## config.mk

```make
export PLATFORM = sky130hd
export DESIGN_NAME = lru_object_cache_table_core_flat
export DESIGN_NICKNAME = d
export VERILOG_FILES = /design/src/locr_pkg.sv /design/src/locr_req_if.sv /design/src/locr_rsp_if.sv /design/src/locr_cfg_if.sv /design/src/lru_object_cache_table_core.sv /design/src/flat_wrapper.sv
export VERILOG_INCLUDE_DIRS = /design/src /design/src/src
export SDC_FILE = /design/constraint.sdc
export NUM_CORES = 2
export LEC_CHECK = 0
export BUFFER_PORTS_ARGS = -buffer_cell sky130_fd_sc_hd__buf_4
export CAP_MARGIN = 10
export CELL_PAD_IN_SITES_DETAIL_PLACEMENT = 1
export CELL_PAD_IN_SITES_GLOBAL_PLACEMENT = 2
export CORE_MARGIN = 3
export CORE_UTILIZATION = 40
export CTS_CLUSTER_SIZE = 10
export DETAILED_ROUTE_END_ITERATION = 7
export PLACE_DENSITY = 0.67
export SYNTH_ARGS = -nofsm -noshare
export SYNTH_HDL_FRONTEND = slang
export SYNTH_SLANG_ARGS = --single-unit
```

## constraint.sdc

```tcl
create_clock -name clk -period 35.4 [get_ports clk]
set_input_delay 1.77 -clock clk [delete_from_list [all_inputs] [get_ports clk]]
set_output_delay 1.77 -clock clk [all_outputs]
set_load 0.01 [all_outputs]
```

## src/assert_macros.svh

```systemverilog
// Assertion helpers used by the RTL. Both expect clk and rst_n in scope.
`ifndef ASSERT_MACROS_SVH
`define ASSERT_MACROS_SVH

// The condition must hold in the same cycle as the trigger.
`define ASSERT_SAME(label, trig, cond, msg) \
    label: assert property (@(posedge clk) disable iff (!rst_n) (trig) |-> (cond)) \
        else $error(msg);

// The condition must hold in the cycle after the trigger.
`define ASSERT_NEXT(label, trig, cond, msg) \
    label: assert property (@(posedge clk) disable iff (!rst_n) (trig) |=> (cond)) \
        else $error(msg);

`endif

```

## src/locr_pkg.sv

```systemverilog
`timescale 1ns / 1ps

package locr_pkg;

    localparam int KEY_W         = 64;
    localparam int LEN_W         = 20;
    localparam int SLOT_W        = 6;
    localparam int STAMP_W       = 32;
    localparam int ENTRIES_DEF   = 10;
    localparam int KEY_WIDTH_DEF = 64;

    localparam logic [LEN_W-1:0] MAX_LEN_RST = 20'd102400;

    localparam logic MODE_LOOKUP = 1'b0;
    localparam logic MODE_INSERT = 1'b1;

endpackage

```

## src/locr_req_if.sv

```systemverilog
`timescale 1ns / 1ps

interface locr_req_if import locr_pkg::*; ();
    logic             valid;
    logic             ready;
    logic             mode;
    logic [KEY_W-1:0] key;
    logic [LEN_W-1:0] obj_len;

    modport source (output valid, output mode, output key, output obj_len, input ready);
    modport sink   (input valid, input mode, input key, input obj_len, output ready);
endinterface

```

## src/locr_rsp_if.sv

```systemverilog
`timescale 1ns / 1ps

interface locr_rsp_if import locr_pkg::*; ();
    logic              valid;
    logic              ready;
    logic              hit;
    logic [SLOT_W-1:0] slot;
    logic [LEN_W-1:0]  stored_len;
    logic              accepted;

    modport source (output valid, output hit, output slot, output stored_len,
                    output accepted, input ready);
    modport sink   (input valid, input hit, input slot, input stored_len,
                    input accepted, output ready);
endinterface

```

## src/locr_cfg_if.sv

```systemverilog
`timescale 1ns / 1ps

interface locr_cfg_if import locr_pkg::*; ();
    logic             valid;
    logic             ready;
    logic [LEN_W-1:0] data;

    modport source (output valid, output data, input ready);
    modport sink   (input valid, input data, output ready);
endinterface

```

## src/lru_object_cache_table_core.sv

```systemverilog
// Fully associative object table with least-recently-used replacement.
// req carries a lookup or an insert (mode, key, obj_len); rsp returns one
// result per request (hit, slot, stored_len, accepted); cfg writes the
// largest object length an insert may store and is always ready.
// All slots live in one synchronous memory, one word {key, length, stamp} per
// slot, read one slot per cycle, so the scan over the memory port sets the timing.
// An insert into a table that is not yet full, a too-long insert and a lookup
// on an empty table go from the request straight to the result state; a
// lookup with n filled slots scans them in order and stops at the first
// match; an insert into a full table searches every stamp for the oldest
// slot.
// One request is worked on at a time; the next one is taken as soon as the
// previous result has moved into the output register.
// Reset empties the table and clears the stamp counter; slot contents are
// not cleared. If the receiver stalls, the result waits in the output
// register, one more finished result waits behind it, and req.ready stays low.
`timescale 1ns / 1ps

module lru_object_cache_table_core
    import locr_pkg::*;
#(
    parameter int ENTRIES   = ENTRIES_DEF,
    parameter int KEY_WIDTH = KEY_WIDTH_DEF
) (
    input  logic       clk,
    input  logic       rst_n,
    locr_req_if.sink   req,
    locr_rsp_if.source rsp,
    locr_cfg_if.sink   cfg
);

`include "assert_macros.svh"

    localparam int IDX_W   = $clog2(ENTRIES);
    localparam int CNT_W   = $clog2(ENTRIES + 1);
    localparam int ENTRY_W = KEY_WIDTH + LEN_W + STAMP_W;

    typedef enum logic [1:0] {
        ST_IDLE,
        ST_SCAN,
        ST_RESP
    } state_t;

    state_t               state_reg, state_next;
    logic                 mode_reg, mode_next;
    logic [KEY_WIDTH-1:0] key_reg, key_next;
    logic [LEN_W-1:0]     len_reg, len_next;
    logic [CNT_W-1:0]     end_reg, end_next;
    logic [CNT_W-1:0]     scan_idx_reg, scan_idx_next;
    logic                 cmp_vld_reg, cmp_vld_next;
    logic [IDX_W-1:0]     cmp_idx_reg, cmp_idx_next;
    logic [STAMP_W-1:0]   best_reg, best_next;
    logic [IDX_W-1:0]     victim_reg, victim_next;
    logic [CNT_W-1:0]     filled_reg, filled_next;
    logic [STAMP_W-1:0]   stamp_reg, stamp_next;
    logic [LEN_W-1:0]     max_len_reg, max_len_next;

    logic                 res_hit_reg, res_hit_next;
    logic [SLOT_W-1:0]    res_slot_reg, res_slot_next;
    logic [LEN_W-1:0]     res_len_reg, res_len_next;
    logic                 res_acc_reg, res_acc_next;

    logic                 out_valid_reg, out_valid_next;
    logic                 out_hit_reg, out_hit_next;
    logic [SLOT_W-1:0]    out_slot_reg, out_slot_next;
    logic [LEN_W-1:0]     out_len_reg, out_len_next;
    logic                 out_acc_reg, out_acc_next;

    logic [ENTRY_W-1:0]   mem [ENTRIES];
    logic [ENTRY_W-1:0]   rd_data_reg;
    logic                 rd_en;
    logic [IDX_W-1:0]     rd_addr;
    logic                 mem_we;
    logic [IDX_W-1:0]     mem_waddr;
    logic [ENTRY_W-1:0]   mem_wdata;

    logic [KEY_WIDTH-1:0] rd_key;
    logic [LEN_W-1:0]     rd_len;
    logic [STAMP_W-1:0]   rd_stamp;
    logic [KEY_WIDTH-1:0] key_in;
    logic [CNT_W-1:0]     end_last;
    logic                 issue;
    logic                 cmp_last;
    logic                 take;
    logic [IDX_W-1:0]     victim_final;

    assign rd_key   = rd_data_reg[ENTRY_W-1 -: KEY_WIDTH];
    assign rd_len   = rd_data_reg[STAMP_W +: LEN_W];
    assign rd_stamp = rd_data_reg[STAMP_W-1:0];
    assign key_in   = req.key[KEY_WIDTH-1:0];
    assign end_last = end_reg - CNT_W'(1);
    assign issue    = scan_idx_reg < end_reg;
    assign cmp_last = cmp_vld_reg && (CNT_W'(cmp_idx_reg) == end_last);
    assign take     = (cmp_idx_reg == '0) || (rd_stamp < best_reg);
    assign victim_final = take ? cmp_idx_reg : victim_reg;

    assign req.ready      = (state_reg == ST_IDLE);
    assign cfg.ready      = 1'b1;
    assign rsp.valid      = out_valid_reg;
    assign rsp.hit        = out_hit_reg;
    assign rsp.slot       = out_slot_reg;
    assign rsp.stored_len = out_len_reg;
    assign rsp.accepted   = out_acc_reg;

    always_comb
    begin
        state_next    = state_reg;
        mode_next     = mode_reg;
        key_next      = key_reg;
        len_next      = len_reg;
        end_next      = end_reg;
        scan_idx_next = scan_idx_reg;
        cmp_vld_next  = 1'b0;
        cmp_idx_next  = cmp_idx_reg;
        best_next     = best_reg;
        victim_next   = victim_reg;
        filled_next   = filled_reg;
        stamp_next    = stamp_reg;
        max_len_next  = max_len_reg;
        res_hit_next  = res_hit_reg;
        res_slot_next = res_slot_reg;
        res_len_next  = res_len_reg;
        res_acc_next  = res_acc_reg;
        out_valid_next = out_valid_reg;
        out_hit_next  = out_hit_reg;
        out_slot_next = out_slot_reg;
        out_len_next  = out_len_reg;
        out_acc_next  = out_acc_reg;
        rd_en         = 1'b0;
        rd_addr       = scan_idx_reg[IDX_W-1:0];
        mem_we        = 1'b0;
        mem_waddr     = victim_final;
        mem_wdata     = {key_reg, len_reg, stamp_reg};

        if (cfg.valid)
        begin
            max_len_next = cfg.data;
        end

        if (rsp.ready)
        begin
            out_valid_next = 1'b0;
        end

        case (state_reg)
            ST_IDLE:
            begin
                if (req.valid)
                begin
                    mode_next     = req.mode;
                    key_next      = key_in;
                    len_next      = req.obj_len;
                    res_hit_next  = 1'b0;
                    res_slot_next = '0;
                    res_len_next  = '0;
                    res_acc_next  = 1'b0;
                    scan_idx_next = '0;
                    state_next    = ST_RESP;
                    if (req.mode == MODE_INSERT)
                    begin
                        if (req.obj_len > max_len_reg)
                        begin
                            state_next = ST_RESP;
                        end
                        else if (filled_reg < CNT_W'(ENTRIES))
                        begin
                            mem_we        = 1'b1;
                            mem_waddr     = filled_reg[IDX_W-1:0];
                            mem_wdata     = {key_in, req.obj_len, stamp_reg};
                            stamp_next    = stamp_reg + STAMP_W'(1);
                            filled_next   = filled_reg + CNT_W'(1);
                            res_slot_next = SLOT_W'(filled_reg);
                            res_acc_next  = 1'b1;
                        end
                        else
                        begin
                            end_next   = CNT_W'(ENTRIES);
                            state_next = ST_SCAN;
                        end
                    end
                    else if (filled_reg != '0)
                    begin
                        end_next   = filled_reg;
                        state_next = ST_SCAN;
                    end
                end
            end

            ST_SCAN:
            begin
                // Reads are pipelined: the slot addressed now is compared next cycle.
                rd_en         = issue;
                cmp_vld_next  = issue;
                cmp_idx_next  = scan_idx_reg[IDX_W-1:0];
                scan_idx_next = scan_idx_reg + CNT_W'(issue);
                if (cmp_vld_reg)
                begin
                    if (mode_reg == MODE_LOOKUP)
                    begin
                        if (rd_key == key_reg)
                        begin
                            mem_we        = 1'b1;
                            mem_waddr     = cmp_idx_reg;
                            mem_wdata     = {rd_key, rd_len, stamp_reg};
                            stamp_next    = stamp_reg + STAMP_W'(1);
                            res_hit_next  = 1'b1;
                            res_slot_next = SLOT_W'(cmp_idx_reg);
                            res_len_next  = rd_len;
                            state_next    = ST_RESP;
                        end
                        else if (cmp_last)
                        begin
                            state_next = ST_RESP;
                        end
                    end
                    else
                    begin
                        // Strict compare keeps the lowest slot among equal stamps.
                        if (take)
                        begin
                            best_next   = rd_stamp;
                            victim_next = cmp_idx_reg;
                        end
                        if (cmp_last)
                        begin
                            mem_we        = 1'b1;
                            mem_waddr     = victim_final;
                            mem_wdata     = {key_reg, len_reg, stamp_reg};
                            stamp_next    = stamp_reg + STAMP_W'(1);
                            res_slot_next = SLOT_W'(victim_final);
                            res_acc_next  = 1'b1;
                            state_next    = ST_RESP;
                        end
                    end
                end
            end

            ST_RESP:
            begin
                if (!out_valid_reg || rsp.ready)
                begin
                    out_valid_next = 1'b1;
                    out_hit_next   = res_hit_reg;
                    out_slot_next  = res_slot_reg;
                    out_len_next   = res_len_reg;
                    out_acc_next   = res_acc_reg;
                    state_next     = ST_IDLE;
                end
            end

            default:
            begin
                state_next = ST_IDLE;
            end
        endcase
    end

    always_ff @(posedge clk or negedge rst_n)
    begin
        if (!rst_n)
        begin
            state_reg     <= ST_IDLE;
            mode_reg      <= MODE_LOOKUP;
            key_reg       <= '0;
            len_reg       <= '0;
            end_reg       <= '0;
            scan_idx_reg  <= '0;
            cmp_vld_reg   <= 1'b0;
            cmp_idx_reg   <= '0;
            best_reg      <= '0;
            victim_reg    <= '0;
            filled_reg    <= '0;
            stamp_reg     <= '0;
            max_len_reg   <= MAX_LEN_RST;
            res_hit_reg   <= 1'b0;
            res_slot_reg  <= '0;
            res_len_reg   <= '0;
            res_acc_reg   <= 1'b0;
            out_valid_reg <= 1'b0;
            out_hit_reg   <= 1'b0;
            out_slot_reg  <= '0;
            out_len_reg   <= '0;
            out_acc_reg   <= 1'b0;
        end
        else
        begin
            state_reg     <= state_next;
            mode_reg      <= mode_next;
            key_reg       <= key_next;
            len_reg       <= len_next;
            end_reg       <= end_next;
            scan_idx_reg  <= scan_idx_next;
            cmp_vld_reg   <= cmp_vld_next;
            cmp_idx_reg   <= cmp_idx_next;
            best_reg      <= best_next;
            victim_reg    <= victim_next;
            filled_reg    <= filled_next;
            stamp_reg     <= stamp_next;
            max_len_reg   <= max_len_next;
            res_hit_reg   <= res_hit_next;
            res_slot_reg  <= res_slot_next;
            res_len_reg   <= res_len_next;
            res_acc_reg   <= res_acc_next;
            out_valid_reg <= out_valid_next;
            out_hit_reg   <= out_hit_next;
            out_slot_reg  <= out_slot_next;
            out_len_reg   <= out_len_next;
            out_acc_reg   <= out_acc_next;
        end
    end

    // Slot memory: one write port, one registered read port.
    always_ff @(posedge clk)
    begin
        if (mem_we)
        begin
            mem[mem_waddr] <= mem_wdata;
        end
        if (rd_en)
        begin
            rd_data_reg <= mem[rd_addr];
        end
    end

    `ASSERT_SAME(a_fill_bound, 1'b1, filled_reg <= CNT_W'(ENTRIES), "fill count above table size")
    `ASSERT_NEXT(a_stamp_step, mem_we, stamp_reg == $past(stamp_reg) + 32'd1, "stamp did not advance on write")
    `ASSERT_SAME(a_insert_scan_full, (state_reg == ST_SCAN) && (mode_reg == MODE_INSERT), filled_reg == CNT_W'(ENTRIES), "victim search on a table that is not full")

endmodule
```

## src/flat_wrapper.sv

```systemverilog
// flat-port wrapper written by rule: the top's interface ports become plain ports
module lru_object_cache_table_core_flat import locr_pkg::*;
#(
    parameter int ENTRIES   = ENTRIES_DEF,
    parameter int KEY_WIDTH = KEY_WIDTH_DEF
)
  (clk, rst_n, req_valid, req_mode, req_key, req_obj_len, req_ready, rsp_valid, rsp_hit, rsp_slot, rsp_stored_len, rsp_accepted, rsp_ready, cfg_valid, cfg_data, cfg_ready);
  locr_req_if req_i ();
  locr_rsp_if rsp_i ();
  locr_cfg_if cfg_i ();
  input  logic clk;
  input  logic rst_n;
  input wire logic [$bits(req_i.valid)-1:0] req_valid;
  input wire logic [$bits(req_i.mode)-1:0] req_mode;
  input wire logic [$bits(req_i.key)-1:0] req_key;
  input wire logic [$bits(req_i.obj_len)-1:0] req_obj_len;
  output wire logic [$bits(req_i.ready)-1:0] req_ready;
  output wire logic [$bits(rsp_i.valid)-1:0] rsp_valid;
  output wire logic [$bits(rsp_i.hit)-1:0] rsp_hit;
  output wire logic [$bits(rsp_i.slot)-1:0] rsp_slot;
  output wire logic [$bits(rsp_i.stored_len)-1:0] rsp_stored_len;
  output wire logic [$bits(rsp_i.accepted)-1:0] rsp_accepted;
  input wire logic [$bits(rsp_i.ready)-1:0] rsp_ready;
  input wire logic [$bits(cfg_i.valid)-1:0] cfg_valid;
  input wire logic [$bits(cfg_i.data)-1:0] cfg_data;
  output wire logic [$bits(cfg_i.ready)-1:0] cfg_ready;
  assign req_i.valid = req_valid;
  assign req_i.mode = req_mode;
  assign req_i.key = req_key;
  assign req_i.obj_len = req_obj_len;
  assign req_ready = req_i.ready;
  assign rsp_valid = rsp_i.valid;
  assign rsp_hit = rsp_i.hit;
  assign rsp_slot = rsp_i.slot;
  assign rsp_stored_len = rsp_i.stored_len;
  assign rsp_accepted = rsp_i.accepted;
  assign rsp_i.ready = rsp_ready;
  assign cfg_i.valid = cfg_valid;
  assign cfg_i.data = cfg_data;
  assign cfg_ready = cfg_i.ready;
  lru_object_cache_table_core #(.ENTRIES(ENTRIES), .KEY_WIDTH(KEY_WIDTH)) u_core (.clk(clk), .rst_n(rst_n), .req(req_i), .rsp(rsp_i), .cfg(cfg_i));
endmodule
```

==> run metrics <==
status completed; Critical Path AT 7.65 ns; cells after synthesis 3665; Final #Nets 4025; DR vias 32.6k; die area 156000 um2; Fmax 0.138 GHz; DRC viols 0; largest net degree at the start of global routing 125; P_leak 24.4 nW; asr flop ratio synth 16.1%; CTS resizes 0; Final Max Slew Viols 0; sequential share of power 45.4%; critical path, cell by cell buf_4 -> ha_1 -> nand4_1 -> or2_2 -> or4_1 -> a21boi_4 -> buf_4 -> o21ai_0 -> a221o_1 -> nor4_2 -> buf_4 -> buf_4; worst clock skew 0.0348 ns; slowest cell on the critical path buf_4; # setup viols final 0; Synth warnings 0; Clock power frac 31.3%; max cap viols 0; WP buf/inv 4; CTS tree yes; Max IR drop VDD 0.0000502 V; Final HPWL DP 88.2 mm; unrepaired setup endpoints after global routing no; num rows 142; Non-Filler Instances 6021; Initial DRC Count 2426; initial core utilization 40.4%; minimum hold slack 0.463 ns; post-route cell area 69500 um2; WL/cell 26.1 um; clock tree buffer depth 3; routability cong. 0.732; top post-synthesis cells by area edfxtp_1, dfrtp_1, mux4_2; Sw Share 30.4%; Die X 396 um; root cell of the clock tree clkbuf_16; Fill cells 14.4k; core outline area 150000 um2; Worst slew margin 23.2%; Post-DP Area 64200 um2; share of post-route cells with drive strength above 1 17.3%; most used cell, CP buf_4; first-pass GRT wire length 235 mm; Post-synth top flop edfxtp_1; CP delay by family, top buffers and inverters; Clock Sinks 1521; Yosys top cell area share 63.1%; number of synthesized flops with an enable pin 1276; post-synth top area cell edfxtp_1; Largest register FFs 1160; Yosys cell types 62; critical path launch point type input pin; crit end category register; synthesized cell area 60700 um2; clock-pin slew of the registers on the worst-case setup and hold paths 0.05 ns; DR vias/cell 5.42; post-layout min period 7.26 ns; Port Buf Inserts 137; DRT Wirelength 157 mm; dpl cells 5694; Pwr Density 76.6 nW/um2; Worst Path Required 35.79 ns; Hold Path Class register to register; Layout area overhead 14.4%; drt first pass iters 5; crit share post-route 20.5%; Global Route Usage Sum 20.2%; register area share after synthesis 73.2%; crit-path max FO 48; P_int 0.00370 W; Gate power share 23.4%; GRT Residual Overflow 0; worst skew pair latency 0.79 ns; Crit Path Category input pin to register; #FFs+latches synth 1521; htree depth 4; Max stage delay on crit path 0.85 ns; I/O pin total 141; Slew @ Worst Pin 1.14 ns; Hold Vio Cnt, Final 0; number of global-route vias before repair 34.9k; Num CTS Buffers 175; ANT nets after route 0; Die Ht 396 um; Hold-fix buffers, CTS 0; Setup Buffers After CTS 0; Net Switching 0.00162 W; Mean Syn Cell Area 16.6 um2; initial antenna violation count 3; final setup TNS 0 ns
-- layer usage --
| metal | global-route usage, % | wire length [um] |
|---|---|---|
| met1 | 28.2 | 70400 |
| met2 | 33.0 | 76400 |
| met4 | 5.42 | 3530 |
| met3 | 3.31 | 6950 |
| met5 | 0 | 0 |
-- power groups by stage --
stage               Combinational, W  Sequential [W]  Clock, W
global placement             0.00125         0.00244         0
finish                       0.00124         0.00241   0.00166
global route                 0.00138         0.00243   0.00179
CTS                          0.00127         0.00241   0.00171
floorplan                   0.000879         0.00238         0
detailed placement           0.00127         0.00245         0
-- through the flow --
step	total power (W)	util, %	setup slack (ns)
4_1_cts	0.00540	46.2	28.20
3_5_place_dp	0.00372	42.7	27.39
5_1_grt	0.00560	46.2	27.88
3_3_place_gp	0.00370	42.7	27.45
6_report	0.00532	46.2	28.14
2_1_floorplan	0.00326	-	18.69
-- placed cells by master, fill, tap and decap left out, types with 66 or more instances in the layout --
| cell | instances |
|---|---|
| dfrtp_1 | 238 |
| a211oi_1 | 119 |
| a22oi_1 | 66 |
| nor2b_1 | 123 |
| mux4_2 | 232 |
| clkbuf_16 | 179 |
| clkbuf_1 | 123 |
| o21ai_0 | 100 |
| mux2i_1 | 119 |
| a21oi_1 | 140 |
| inv_1 | 92 |
| buf_4 | 195 |
| edfxtp_1 | 1276 |
| nand2_1 | 543 |
-- layout make-up --
class	instances	area (um2)	share of cell area (%)
Antenna cell	2	5.00	0.00721
Sequential cell	1521	44500	64.0
Inverter	92	345	0.497
Timing Repair Buffer	203	1620	2.33
Clock buffer	304	4970	7.15
Multi-Input combinational cell	1862	15300	22.0
Clock inverter	21	248	0.357
Tap cell	2016	2520	3.63
-- tightest hold or removal path, cell delays in order (launching register included) --
cell      delay, ns
edfxtp_1       0.32
nand2_1        0.06
nand2_1        0.05
-- path summary, 6_finish.rpt --
kind / slack [ns] / start / to / cells after the start
max in group asynchronous: 32.94 / rst_n / u_core.key_reg[63] / 2
min: 0.46 / u_core.rd_data_reg[46] / u_core.res_len_reg[14] / 2
max: 28.14 / req_obj_len[19] / u_core.mem[6][73] / 12
max reg2reg: 28.75 / u_core.max_len_reg[15] / u_core.mem[6][73] / 12
min in group asynchronous: 0.99 / rst_n / u_core.rsp.stored_len[6] / 1
min reg2reg: 0.46 / u_core.rd_data_reg[46] / u_core.res_len_reg[14] / 2
-- synth_stat cells (3+ instances only) --
cell / n
inv_1: 92
a221o_1: 8
a21o_1: 3
dfstp_2: 3
a211oi_1: 119
xor2_1: 27
mux4_2: 232
nor2b_1: 123
nand2_1: 544
mux2i_1: 119
mux2_2: 30
buf_1: 50
nor4_1: 25
dfrtp_1: 242
nand3_1: 38
xnor2_1: 60
edfxtp_1: 1276
and3_1: 6
ha_1: 60
o21a_1: 6
nand2b_1: 15
or3_1: 4
or4_1: 3
o21ai_0: 100
clkbuf_1: 136
nor3_1: 16
nor2_1: 33
a221oi_1: 3
a2111oi_0: 3
a21oi_1: 140
a22oi_1: 66
nand4_1: 30
o22ai_1: 3
o211ai_1: 6
o2111ai_1: 5
buf_4: 3
-- cell families (layout without fill, tap and decap cells) --
logic type | after synthesis | in the layout | synth area share, %
flops | 1521 | 1521 | 73.2
simple gates | 851 | 851 | 6.34
compound gates | 480 | 480 | 5.03
mux | 381 | 381 | 11.1
buf+inv | 283 | 620 | 1.77
xor+xnor | 87 | 87 | 1.26
fa+ha+maj | 60 | 60 | 1.24
other cells | 2 | 5 | 0.0124
No activity file was read; power rests on OpenSTA's default activity.
